===== src/hdl/btr_ram.sv =====
// ============================================================================
// btr_ram
// Generic single-write, single-read RAM with registered read data.
// ============================================================================
module btr_ram #(
    parameter int WIDTH = 8,
    parameter int DEPTH = 256
) (
    input  logic                     i_clk,
    input  logic                     i_we,
    input  logic [$clog2(DEPTH)-1:0] i_waddr,
    input  logic [WIDTH-1:0]         i_wdata,
    input  logic                     i_re,
    input  logic [$clog2(DEPTH)-1:0] i_raddr,
    output logic [WIDTH-1:0]         o_rdata
);

    logic [WIDTH-1:0] r_mem [DEPTH];
    logic [WIDTH-1:0] r_rdata;

    always_ff @(posedge i_clk) begin
        if (i_we) begin
            r_mem[i_waddr] <= i_wdata;
        end
        // read data holds until the next read
        if (i_re) begin
            r_rdata <= r_mem[i_raddr];
        end
    end

    assign o_rdata = r_rdata;

endmodule


===== config.mk =====
export PLATFORM = sky130hd
export DESIGN_NAME = btr_ram
export DESIGN_NICKNAME = d
export VERILOG_FILES = /design/src/hdl/btr_ram.sv
export SDC_FILE = /design/constraint.sdc
export NUM_CORES = 2
export LEC_CHECK = 0
export ABC_AREA = 1
export ABC_CLOCK_PERIOD_IN_PS = 2500
export BUFFER_PORTS_ARGS = -buffer_cell sky130_fd_sc_hd__buf_2
export CORE_ASPECT_RATIO = 0.75
export CORE_MARGIN = 3
export CORE_UTILIZATION = 35
export CTS_BUF_LIST = sky130_fd_sc_hd__clkbuf_16
export DETAILED_ROUTE_END_ITERATION = 10
export PLACE_DENSITY = 0.51
export SETUP_SLACK_MARGIN = 0.3
export SLEW_MARGIN = 30
export SYNTH_ARGS = -nofsm -noshare
export SYNTH_HDL_FRONTEND = slang
export SYNTH_SLANG_ARGS = --single-unit

===== constraint.sdc =====
create_clock -name i_clk -period 2.5 [get_ports i_clk]
set_input_delay 0.5 -clock i_clk [delete_from_list [all_inputs] [get_ports i_clk]]
set_output_delay 0.5 -clock i_clk [all_outputs]
set_load 0.03 [all_outputs]

==> out/results.txt <==
startpoint type of the worst setup path - flop
CTS root buf - clkbuf_16
die width - 570 microns
largest net degree at the start of global routing - 83
Initial DRC Count - 6,793
syn nets - 7,030
f_max - 442 MHz
path depth of the worst reg2reg path - 11
switching share of power - 23.0%
CTS tree - built
CP endpoint kind - primary output
wire per inst - 24.0 microns
Comb power frac - 7.2%
Place WS - -0.555 ns
initial antenna violation count - 11
drt via density - 5.27
Sequential cell area - 61,700 sq um
part of the power in the clock network - 40.9%
worst rel slew slack - 49.5%
cell family with the largest share of critical-path delay - flip-flops
Cell Area, Synth - 83,500 sq um
port bufs - 34
die area - 244,000 sq um
Post-CTS Setup Repair Bufs - 0
hold wc startpoint - i_wdata[5]
hpwl dp - 163,000 microns
crit path DAT - 1.76 ns
drt pass-1 iters - 6
worst skew pair latency - 0.85 ns
pwr/cell area - 740 nW/um^2
Core Area - 236,000 sq um
worst hold stages - 1
setup TNS - 0 ns
Leakage Power - 35.3 nW
Setup violations, final - 0
final hold vios - 0
Post-Synthesis Cells - 7,003
Setup Skew - 0.0382 ns
multi-input logic area - 19,200 sq um
max-slew violation count - 0
Final nets - 7,497
CP max stage delay - 0.69 ns
layout cells sized above 1 - 13.5%
vias - 56,635
syn_area_per_cell - 11.9 sq um
WHS - 0.0699 ns
Worst Setup Path Type - flop to primary output
status - finished, final reports clean
Syn-to-layout area delta - 18.5%
Hold Crit Class - primary input to flop
Least-Margin Pin Slew - 0.757 ns
Seq pwr share - 52.0%
crit path cell chain - buf_6
register area share after synthesis - 74.0%
Antenna Violating Nets Remaining - 0
CTS max path bufs - 4
gr usage total - 20.7%
final design utilization - 41.9%
post-synth cell types - 13
WP data required - 2.00 ns
CP max stage cell - edfxtp_1
die height - 429 microns
clock sinks - 2,056
RSZ-0062 raised after global routing - true
Crit Path Max Fanout - 1
grt ovf - 0
Final Power - 73.2 mW
WP buf/inv - 1
Row Count - 154
R2R setup slack - 0.39 ns
# DRC - 0
Int Power - 56.3 mW
CTS buffer count - 206
Hold Path Sink - r_mem[228][5]
Max-Cap Viols - 0
Final min period - 2.26 ns
Final WS setup - 0.239 ns
vias in the first global route - 53,386
gp weighted congestion - 0.904
fillers - 21,797
H-tree levels - 4
starting density of the core - 35.4%
r2r endpoint - o_rdata[3]
top-level port count - 35
NetSw - 16.8 mW
Peak supply drop - 0.000522 V
first-pass GRT wire length - 376,000 microns
YS warnings - 0
FF+latch count, synth - 2,056
Critical R2R Launch - r_mem[45][3]
Total Wirelength - 258,000 microns
Reg clk slew, reported paths - 0.07 ns
period utilization - 90.4%
## synth_stat cells (all sizes together)
cell type | number | area (sq um)
buf | 371 | 2030
edfxtp | 2056 | 61700
clkbuf | 112 | 420
nand2 | 2123 | 7970
inv | 39 | 149
nand3 | 2019 | 10100
nor2 | 283 | 1060
## through the flow
stage               instances  area, sq um
floorplan                7003        83500
global placement        10380        92500
detailed placement      10380        92500
CTS                     10746        98900
global route            10746        98900
finish                  10748        98900
## cell families after synthesis
kind of cell / share of synthesized area, %
and+or+nand+nor: 22.9
DFF: 74.0
buffers and inverters: 3.12
## how the worst max path moves through the flow
| stage | cells after the start | startpoint | endpoint | slack, ns |
|---|---|---|---|---|
| after floorplan | 4 | i_we | r_mem[162][0] | 0.51 |
| after global placement | 14 | i_raddr[0] | o_rdata[5] | -0.54 |
| after detailed placement | 15 | i_raddr[0] | o_rdata[5] | -0.55 |
| after CTS | 1 | o_rdata[5] | o_rdata[5] | 0.17 |
| after global routing | 1 | o_rdata[5] | o_rdata[5] | 0.23 |
| final | 1 | o_rdata[5] | o_rdata[5] | 0.24 |
## power by group through the flow
stage	clock (mW)	sequential, mW	combinational [mW]
after detailed placement	0	38.8	5.21
after global routing	31.9	38.0	5.64
final	29.9	38.0	5.24
after floorplan	0	38.8	2.34
after CTS	30.5	38.0	5.23
after global placement	0	38.8	5.19
## cell usage in the layout, fill, tap and decap left out, drive strengths merged
cell	n
clkinvlp	3
nand3	2019
clkbuf	209
edfxtp	2056
dlygate4sd3	2
clkinv	92
buf	740
bufinv	16
inv	83
diode	2
nor2	283
nand2	2123
## registers in the layout, summed over array words and instances, names as in the netlist
name and flops:
r_mem 2048, o_rdata 8
## repair_timing
item / CTS / global route
resized for setup: 10 / 1
endpoints found under the setup margin: 5 / 7
hold buffers: 2 / 0
endpoints found under the hold margin: 23 / 0
## routing by layer
metal  wire [microns]  up-vias  global-route usage, %
met2           110000     2265                   29.6
met1           121000    28198                   31.9
met5              220        -                  0.647
met4             5350        2                   4.42
met3            22500      341                   4.36
li1                 -    25829                      -
## layout make-up
cell class,count,area share [%]
Antenna cell,2,0.00506
Clock buffer,209,5.29
Clock inverter,155,1.13
Inverter,39,0.182
Multi-Input combinational cell,4425,19.4
Sequential cell,2056,62.4
Tap cell,3120,3.95
Timing Repair Buffer,742,7.66
No activity file was read; power rests on OpenSTA's default activity.
